### config.mk
export PLATFORM = sky130hd
export DESIGN_NAME = keypad_pin_lock
export DESIGN_NICKNAME = d
export VERILOG_FILES = /design/src/sv/kpl_pkg.sv /design/src/sv/kpl_pin_bank.sv /design/src/sv/keypad_pin_lock.sv
export SDC_FILE = /design/constraint.sdc
export NUM_CORES = 1
export LEC_CHECK = 0
export BUFFER_PORTS_ARGS = -buffer_cell sky130_fd_sc_hd__buf_2
export CORE_ASPECT_RATIO = 0.7
export CORE_MARGIN = 10
export CORE_UTILIZATION = 45
export CTS_CLUSTER_SIZE = 28
export DETAILED_ROUTE_END_ITERATION = 8
export GPL_ROUTABILITY_DRIVEN = 0
export GPL_TIMING_DRIVEN = 1
export PLACE_DENSITY = 0.66
export SLEW_MARGIN = 20
export SYNTH_ARGS = -nofsm -noshare
export SYNTH_HDL_FRONTEND = slang
export SYNTH_SLANG_ARGS = --single-unit
### constraint.sdc
create_clock -name clk -period 4.1 [get_ports clk]
set_input_delay 0.205 -clock clk [delete_from_list [all_inputs] [get_ports clk]]
set_output_delay 0.205 -clock clk [all_outputs]
set_load 0.01 [all_outputs]
### src/sv/kpl_pkg.sv
`timescale 1ns / 1ps
`default_nettype none

package kpl_pkg;

  // Default number of PIN positions.
  localparam int unsigned KPL_PIN_DIGITS_DEF = 8;

  // Reset value of the trial limit register.
  localparam logic [3:0] KPL_MAX_TRIALS_RST = 4'd3;

  // Key that closes a setting or entry sequence early.
  localparam logic [3:0] KPL_KEY_END = 4'hE;
  // Menu keys.
  localparam logic [3:0] KPL_KEY_SET   = 4'h0;
  localparam logic [3:0] KPL_KEY_ENTER = 4'h1;

  // Register index of max_trials.
  localparam logic KPL_REG_MAX_TRIALS = 1'b0;

  // Character echoed for each digit during entry.
  localparam logic [6:0] KPL_CHAR_STAR = 7'h2A;

  typedef enum logic [1:0] {
    MODE_MENU   = 2'd0,
    MODE_SET    = 2'd1,
    MODE_ENTER  = 2'd2,
    MODE_LOCKED = 2'd3
  } kpl_mode_t;

  typedef enum logic [3:0] {
    ST_IGNORED        = 4'd0,
    ST_SET_STARTED    = 4'd1,
    ST_ENTRY_STARTED  = 4'd2,
    ST_DIGIT_TAKEN    = 4'd3,
    ST_PIN_SET        = 4'd4,
    ST_VALID          = 4'd5,
    ST_INVALID        = 4'd6,
    ST_LOCKED_OUT     = 4'd7,
    ST_IGNORED_LOCKED = 4'd8
  } kpl_status_t;

  // Write request from the sequencer to the PIN bank.
  typedef struct packed {
    logic       set_we;
    logic       ent_we;
    logic [3:0] idx;
    logic [3:0] value;
  } kpl_pin_wr_t;

  // Digit value stored for each key.
  function automatic logic [3:0] kpl_digit_value(input logic [3:0] key);
    logic [3:0] v;
    case (key)
      4'h0:    v = 4'd1;
      4'h1:    v = 4'd2;
      4'h2:    v = 4'd3;
      4'h3:    v = 4'd10;
      4'h4:    v = 4'd4;
      4'h5:    v = 4'd5;
      4'h6:    v = 4'd6;
      4'h7:    v = 4'd11;
      4'h8:    v = 4'd7;
      4'h9:    v = 4'd8;
      4'hA:    v = 4'd9;
      4'hB:    v = 4'd12;
      4'hC:    v = 4'd14;
      4'hF:    v = 4'd13;
      default: v = 4'd0;
    endcase
    return v;
  endfunction

  // ASCII character printed on the keycap.
  function automatic logic [6:0] kpl_key_char(input logic [3:0] key);
    logic [6:0] c;
    case (key)
      4'h0:    c = 7'h31;
      4'h1:    c = 7'h32;
      4'h2:    c = 7'h33;
      4'h3:    c = 7'h41;
      4'h4:    c = 7'h34;
      4'h5:    c = 7'h35;
      4'h6:    c = 7'h36;
      4'h7:    c = 7'h42;
      4'h8:    c = 7'h37;
      4'h9:    c = 7'h38;
      4'hA:    c = 7'h39;
      4'hB:    c = 7'h43;
      4'hC:    c = 7'h2A;
      4'hD:    c = 7'h30;
      4'hF:    c = 7'h44;
      default: c = 7'h00;
    endcase
    return c;
  endfunction

  // Keys that carry a decimal digit.
  function automatic logic kpl_key_numeric(input logic [3:0] key);
    logic n;
    case (key) inside
      4'h0, 4'h1, 4'h2, 4'h4, 4'h5, 4'h6, 4'h8, 4'h9, 4'hA, 4'hD: n = 1'b1;
      default: n = 1'b0;
    endcase
    return n;
  endfunction

endpackage

`default_nettype wire

### src/sv/kpl_pin_bank.sv
`timescale 1ns / 1ps
`default_nettype none

module kpl_pin_bank
  import kpl_pkg::*;
#(
  parameter int unsigned PIN_DIGITS = KPL_PIN_DIGITS_DEF
) (
  input  wire logic        clk,
  input  wire logic        rst_n,
  input  wire kpl_pin_wr_t pin_wr,
  output logic             match
);

  logic [3:0] stored_r  [PIN_DIGITS];
  logic [3:0] entered_r [PIN_DIGITS];
  logic [3:0] entered_view [PIN_DIGITS];

  // Both PINs are cleared by reset; one position is written per beat.
  always_ff @(posedge clk) begin
    if (!rst_n) begin
      for (int i = 0; i < PIN_DIGITS; i++) begin
        stored_r[i]  <= 4'd0;
        entered_r[i] <= 4'd0;
      end
    end else begin
      for (int i = 0; i < PIN_DIGITS; i++) begin
        if (pin_wr.set_we && pin_wr.idx == 4'(i)) begin
          stored_r[i] <= pin_wr.value;
        end
        if (pin_wr.ent_we && pin_wr.idx == 4'(i)) begin
          entered_r[i] <= pin_wr.value;
        end
      end
    end
  end

  // The compare sees the digit being written this beat, so the last digit counts.
  always_comb begin
    for (int i = 0; i < PIN_DIGITS; i++) begin
      entered_view[i] = (pin_wr.ent_we && pin_wr.idx == 4'(i)) ? pin_wr.value : entered_r[i];
    end
  end

  always_comb begin
    match = 1'b1;
    for (int i = 0; i < PIN_DIGITS; i++) begin
      if (entered_view[i] != stored_r[i]) begin
        match = 1'b0;
      end
    end
  end

endmodule

`default_nettype wire

### src/sv/keypad_pin_lock.sv
// Keypad PIN lock. One key code is taken per beat and one result beat comes
// out for it in the next cycle, from an output register; a new key is taken in
// every cycle as long as the result register is empty or being drained, so the
// block sustains one key per clock. In the menu, key 0 starts setting the PIN
// and key 1 starts entry; key E or the last position closes either sequence.
// A failed entry costs one trial and restarts entry, and the block locks until
// reset when no trials remain. Writing max_trials (cfg_paddr[2] low) also
// reloads the trial counter; write it only while no result is pending.
`timescale 1ns / 1ps
`default_nettype none

module keypad_pin_lock
  import kpl_pkg::*;
#(
  parameter int unsigned PIN_DIGITS = KPL_PIN_DIGITS_DEF
) (
  input  wire logic        clk,
  input  wire logic        rst_n,
  // Key channel
  input  wire logic        in_valid,
  output logic             in_ready,
  input  wire logic [3:0]  in_key_code,
  // Result channel
  output logic             out_valid,
  input  wire logic        out_ready,
  output logic             out_echo_valid,
  output logic [6:0]       out_echo_char,
  output logic [3:0]       out_status,
  output logic [3:0]       out_trials_left,
  // Configuration port
  input  wire logic        cfg_psel,
  input  wire logic        cfg_penable,
  input  wire logic        cfg_pwrite,
  input  wire logic [2:0]  cfg_paddr,
  input  wire logic [31:0] cfg_pwdata,
  output logic [31:0]      cfg_prdata,
  output logic             cfg_pready
);

  kpl_mode_t   mode_r, mode_nxt;
  logic [3:0]  idx_r, idx_nxt;
  logic [3:0]  trials_r, trials_nxt;
  logic [3:0]  max_trials_r;
  logic [4:0]  idx_inc;
  logic        seq_done;
  logic        fire;
  logic        cfg_wr;
  logic        pin_match;
  kpl_pin_wr_t pin_wr;
  logic        echo_v;
  logic [6:0]  echo_c;
  kpl_status_t status;

  logic        out_valid_r;
  logic        echo_valid_r;
  logic [6:0]  echo_char_r;
  logic [3:0]  status_r;
  logic [3:0]  trials_left_r;

  // Handshakes.
  assign in_ready = !out_valid_r || out_ready;
  assign fire     = in_valid && in_ready;
  assign cfg_wr   = cfg_psel && cfg_penable && cfg_pwrite && cfg_pready
                    && (cfg_paddr[2] == KPL_REG_MAX_TRIALS);

  // Configuration readback.
  assign cfg_pready = 1'b1;
  assign cfg_prdata = (cfg_paddr[2] == KPL_REG_MAX_TRIALS) ? {28'd0, max_trials_r} : 32'd0;

  // Position bookkeeping.
  assign idx_inc  = {1'b0, idx_r} + 5'd1;
  assign seq_done = (idx_inc >= 5'(PIN_DIGITS)) || (idx_inc[3:0] == 4'd0);

  kpl_pin_bank #(
    .PIN_DIGITS(PIN_DIGITS)
  ) u_pin_bank (
    .clk   (clk),
    .rst_n (rst_n),
    .pin_wr(pin_wr),
    .match (pin_match)
  );

  // Mode, position and trial registers.
  always_ff @(posedge clk) begin
    if (!rst_n) begin
      mode_r       <= MODE_MENU;
      idx_r        <= 4'd0;
      trials_r     <= KPL_MAX_TRIALS_RST;
      max_trials_r <= KPL_MAX_TRIALS_RST;
    end else begin
      mode_r <= mode_nxt;
      idx_r  <= idx_nxt;
      if (cfg_wr) begin
        max_trials_r <= cfg_pwdata[3:0];
        trials_r     <= cfg_pwdata[3:0];
      end else begin
        trials_r <= trials_nxt;
      end
    end
  end

  // PIN write for the key on the input; a digit is stored only on a taken beat.
  always_comb begin
    pin_wr        = '0;
    pin_wr.idx    = idx_r;
    pin_wr.value  = kpl_digit_value(in_key_code);
    pin_wr.set_we = fire && (mode_r == MODE_SET) && (in_key_code != KPL_KEY_END);
    pin_wr.ent_we = fire && (mode_r == MODE_ENTER) && kpl_key_numeric(in_key_code);
  end

  // Next state and result for the key on the input.
  always_comb begin
    mode_nxt   = mode_r;
    idx_nxt    = idx_r;
    trials_nxt = trials_r;
    echo_v     = 1'b0;
    echo_c     = 7'd0;
    status     = ST_IGNORED;

    unique case (mode_r)
      MODE_MENU: begin
        if (in_key_code == KPL_KEY_SET) begin
          mode_nxt = MODE_SET;
          idx_nxt  = 4'd0;
          status   = ST_SET_STARTED;
        end else if (in_key_code == KPL_KEY_ENTER) begin
          mode_nxt = MODE_ENTER;
          idx_nxt  = 4'd0;
          status   = ST_ENTRY_STARTED;
        end
      end
      MODE_SET: begin
        if (in_key_code == KPL_KEY_END) begin
          mode_nxt = MODE_MENU;
          status   = ST_PIN_SET;
        end else begin
          idx_nxt       = idx_inc[3:0];
          echo_v        = 1'b1;
          echo_c        = kpl_key_char(in_key_code);
          status        = ST_DIGIT_TAKEN;
          if (seq_done) begin
            mode_nxt = MODE_MENU;
            status   = ST_PIN_SET;
          end
        end
      end
      MODE_ENTER: begin
        if (in_key_code != KPL_KEY_END && kpl_key_numeric(in_key_code)) begin
          idx_nxt       = idx_inc[3:0];
          echo_v        = 1'b1;
          echo_c        = KPL_CHAR_STAR;
          status        = ST_DIGIT_TAKEN;
        end
        // Closing compare on key E or on the last position.
        if (in_key_code == KPL_KEY_END || (kpl_key_numeric(in_key_code) && seq_done)) begin
          if (pin_match) begin
            mode_nxt = MODE_MENU;
            status   = ST_VALID;
          end else begin
            idx_nxt = 4'd0;
            if (trials_r <= 4'd1) begin
              trials_nxt = 4'd0;
              mode_nxt   = MODE_LOCKED;
              status     = ST_LOCKED_OUT;
            end else begin
              trials_nxt = trials_r - 4'd1;
              mode_nxt   = MODE_ENTER;
              status     = ST_INVALID;
            end
          end
        end
      end
      MODE_LOCKED: begin
        status = ST_IGNORED_LOCKED;
      end
    endcase

    // Nothing changes unless a key beat is taken.
    if (!fire) begin
      mode_nxt      = mode_r;
      idx_nxt       = idx_r;
      trials_nxt    = trials_r;
    end
  end

  // Result register.
  always_ff @(posedge clk) begin
    if (!rst_n) begin
      out_valid_r <= 1'b0;
    end else if (fire) begin
      out_valid_r <= 1'b1;
    end else if (out_ready) begin
      out_valid_r <= 1'b0;
    end
  end

  always_ff @(posedge clk) begin
    if (fire) begin
      echo_valid_r  <= echo_v;
      echo_char_r   <= echo_c;
      status_r      <= status;
      trials_left_r <= trials_nxt;
    end
  end

  assign out_valid       = out_valid_r;
  assign out_echo_valid  = echo_valid_r;
  assign out_echo_char   = echo_char_r;
  assign out_status      = status_r;
  assign out_trials_left = trials_left_r;

endmodule

`default_nettype wire

==> reports/summary.txt <==
Outcome - completed
Number of global-route vias before repair - 5170
Clock sink count - 95
Final Hold Fails - 0
Util after Layout - 52.9%
DRT antenna net count - 0
Antenna violations before repair - 0
ANT cells - 0
Post-synthesis compound-gate area fraction - 19.6%
Endpoints failing setup - 0
Worst setup SP type - flop
CP endpoint kind - flop
RSZ-0062 raised after global routing - false
Synth area leaders - edfxtp_1 (39%), dfxtp_1 (4.9%), nor2_1 (4.4%)
FILL cells - 1203
Post-CTS Setup Inserts - 0
CTS Buf Count - 9
Unique cell type count in the Yosys netlist - 68
Worst slew pin tran - 1.01 ns
Global-route wire length before repair - 28000 microns
Post-synth top area share - 38.8%
Power, Total - 0.00238 W
Initial DRC Count - 611
I/O Buffers - 37
Largest net degree at the start of global routing - 40
Final period util - 94.2%
DRC - 0
Count of final max-slew check failures - 0
Initial core utilization - 46.5%
#FFs+latches synth - 95
HPWL after DPL - 12900 microns
Fmax achieved - 0.259 GHz
Clock Tree Buf Depth - 2
WP data arrival - 3.96 ns
Req. time, crit path - 4.20 ns
Start of the worst register-to-register path - mode_r[0]$_SDFFE_PN0P_
Largest family of logic cells by synthesized area - simple AND/OR/NAND/NOR gates
Layout Cells excl Fill - 897
Syn Inst Count - 656
Syn_area_per_cell - 9.43 sq um
Hold Path Class - in2reg
Core Region - 0.0133 sq mm
Dpl cells - 881
Hold_sp - cfg_pwdata[0]
Skew final - 0.0107 ns
Post-synthesis sequential area ratio - 43.7%
Post-synthesis async set-or-reset flop share - 0%
Pre-CTS setup slack - -0.0913 ns
Ports - 97
R2R setup slack - 0.24 ns
Synth area leader - edfxtp_1
Total track usage - 18.2%
R2r endpoint - out_trials_left[0]$_DFFE_PN_
Area growth syn-to-layout - 13.7%
Worst reg2reg path depth - 15
Layout cells sized above 1 - 16.7%
Endpoint, Worst Hold - max_trials_r[0]$_SDFFE_PN1P_
Routed length per instance - 19.8 microns
Reg clk slew, reported paths - 0.08 ns
Die height - 118 microns
Area of the mapped netlist - 0.00619 sq mm
Die area - 0.0189 sq mm
Synth Area in Adders - 3.44%
Synthesis Warnings - 0
Clk root buf - clkbuf_16
Final hold slack - 0.0723 ns
Max-cap violations - 0
Worst slew margin - 30.8%
H-tree Lvls - 3
DR pass1 iterations - 6
Drt total wl - 17800 microns
Vias - 5384
Most common cell in the synthesized netlist - edfxtp_1
EDFF count, synth - 80
Post-Synth Simple-Gate Area - 22.8%
Min Tclk post-route - 3.86 ns
CTS tree - built
GRT Residual Overflow - 0
Die width - 160 microns
Worst setup margin - 0.237 ns
Worst-Skew Late Latency - 0.35 ns
Xor/xnor share of the synthesized area - 0.142%
Max VDD drop - 0.195 mV
Pwr dens - 338 mW/mm^2
Leak Pwr - 2.73 nW
Post-synth top cells - edfxtp_1 (80), nor2_1 (72), nand2_1 (55)
Nets - 770
Rows - 35
Crit-path max FO - 21
Post-synthesis mux area share - 1.82%
WS Path Type - reg2reg
Most used DFF post-synth - edfxtp_1
Hold Crit Depth - 3
Via/cell ratio - 6.00
==> worst max-delay path by stage <==
stage                                 startpoint                           end  slack (ns)
after global placement            in_key_code[1]  out_trials_left[0]$_DFFE_PN_       -0.02
after floorplan           mode_r[0]$_SDFFE_PN0P_  out_trials_left[0]$_DFFE_PN_        0.74
after detailed placement          in_key_code[1]  out_trials_left[0]$_DFFE_PN_       -0.09
after global routing      mode_r[0]$_SDFFE_PN0P_  out_trials_left[2]$_DFFE_PN_       0.006
final                     mode_r[0]$_SDFFE_PN0P_  out_trials_left[0]$_DFFE_PN_        0.24
after CTS                 mode_r[0]$_SDFFE_PN0P_  out_trials_left[0]$_DFFE_PN_        0.07
==> power by group <==
part / internal (W) / switching (W) / total, W
combinational: 0.000133 / 0.000255 / 0.000388
sequential: 0.00110 / 0.0000210 / 0.00112
clock: 0.000470 / 0.000406 / 0.000876
==> state kept, by name, summed over array words and instances, names as in the netlist <==
register	flops
mode_r	2
out_status	4
idx_r	4
u_pin_bank.entered_r	32
max_trials_r	4
out_valid	1
out_trials_left	4
out_echo_valid	1
u_pin_bank.stored_r	32
trials_r	4
out_echo_char	7
==> cell usage in the layout, fill, tap and decap left out, types with 7 or more instances in the layout <==
| cell | synthesis | routed |
|---|---|---|
| o2111ai_1 | 12 | 12 |
| edfxtp_1 | 80 | 80 |
| a21oi_1 | 25 | 25 |
| nor2_1 | 72 | 72 |
| and3b_1 | 10 | 10 |
| clkbuf_16 | 0 | 10 |
| a21boi_0 | 14 | 14 |
| conb_1 | 2 | 29 |
| nand4_1 | 14 | 14 |
| nor2b_1 | 12 | 12 |
| ha_1 | 17 | 17 |
| nand3_1 | 18 | 18 |
| buf_2 | 12 | 37 |
| o21ai_1 | 9 | 10 |
| o211ai_1 | 27 | 27 |
| nor3_1 | 11 | 11 |
| and4_1 | 7 | 7 |
| and3_1 | 9 | 9 |
| o21ai_0 | 24 | 23 |
| inv_1 | 22 | 22 |
| a211oi_1 | 13 | 13 |
| dfxtp_1 | 15 | 15 |
| mux2i_1 | 9 | 9 |
| buf_4 | 30 | 46 |
| a31oi_1 | 12 | 12 |
| nand2_1 | 55 | 55 |
==> worst max-delay path, stage by stage (launching register included) <==
cell and delay (ns):
dfxtp_1 0.34, inv_1 0.11, ha_1 0.18, buf_4 0.15
and2_1 0.26, buf_12 0.19, nand4_1 0.26, o211a_1 0.31
o21a_1 0.19, nor4_1 0.30, buf_4 0.18, nand4_1 0.10
or4_4 0.55, nand2_1 0.11, nor3_1 0.07, or2_2 0.31
==> per-stage QoR <==
step	instance area, sq um	TNS (ns)
6_report	7040	0
5_1_grt	7040	0
4_1_cts	7020	0
3_5_place_dp	6700	-0.379
3_3_place_gp	6700	-0.0364
2_1_floorplan	6290	0
==> kinds of logic after synthesis <==
logic type / Yosys count
xor gates and xnor gates: 1
and+or+nand+nor: 260
other: 2
AOI/OAI and AO/OA: 173
adders and majority gates: 17
DFF: 95
buffers and inverters: 97
muxes: 11
==> routing by layer <==
metal,vias to the layer above,part of all wire [%],global-route usage (%)
met3,19,9.1,4.79
met1,2596,47,26.1
li1,2514,-,-
met4,0,1.2,4.06
met2,255,43,26.7
met5,-,0,0
==> what timing repair did <==
item                       CTS  global route
hold buffers                 0             0
resized for setup            0             5
setup endpoints to repair    0            16
hold endpoints to repair     0             0
==> layout make-up <==
class	count	area, sq um	area share (%)
multi-input combinational	491	3090	43.9
sequential	95	2700	38.4
timing repair buffer	87	611	8.67
clock buffer	10	250	3.55
tap	185	231	3.29
inverter	23	86.3	1.23
clock inverter	6	70.1	0.995
No activity file was read; power rests on OpenSTA's default activity.
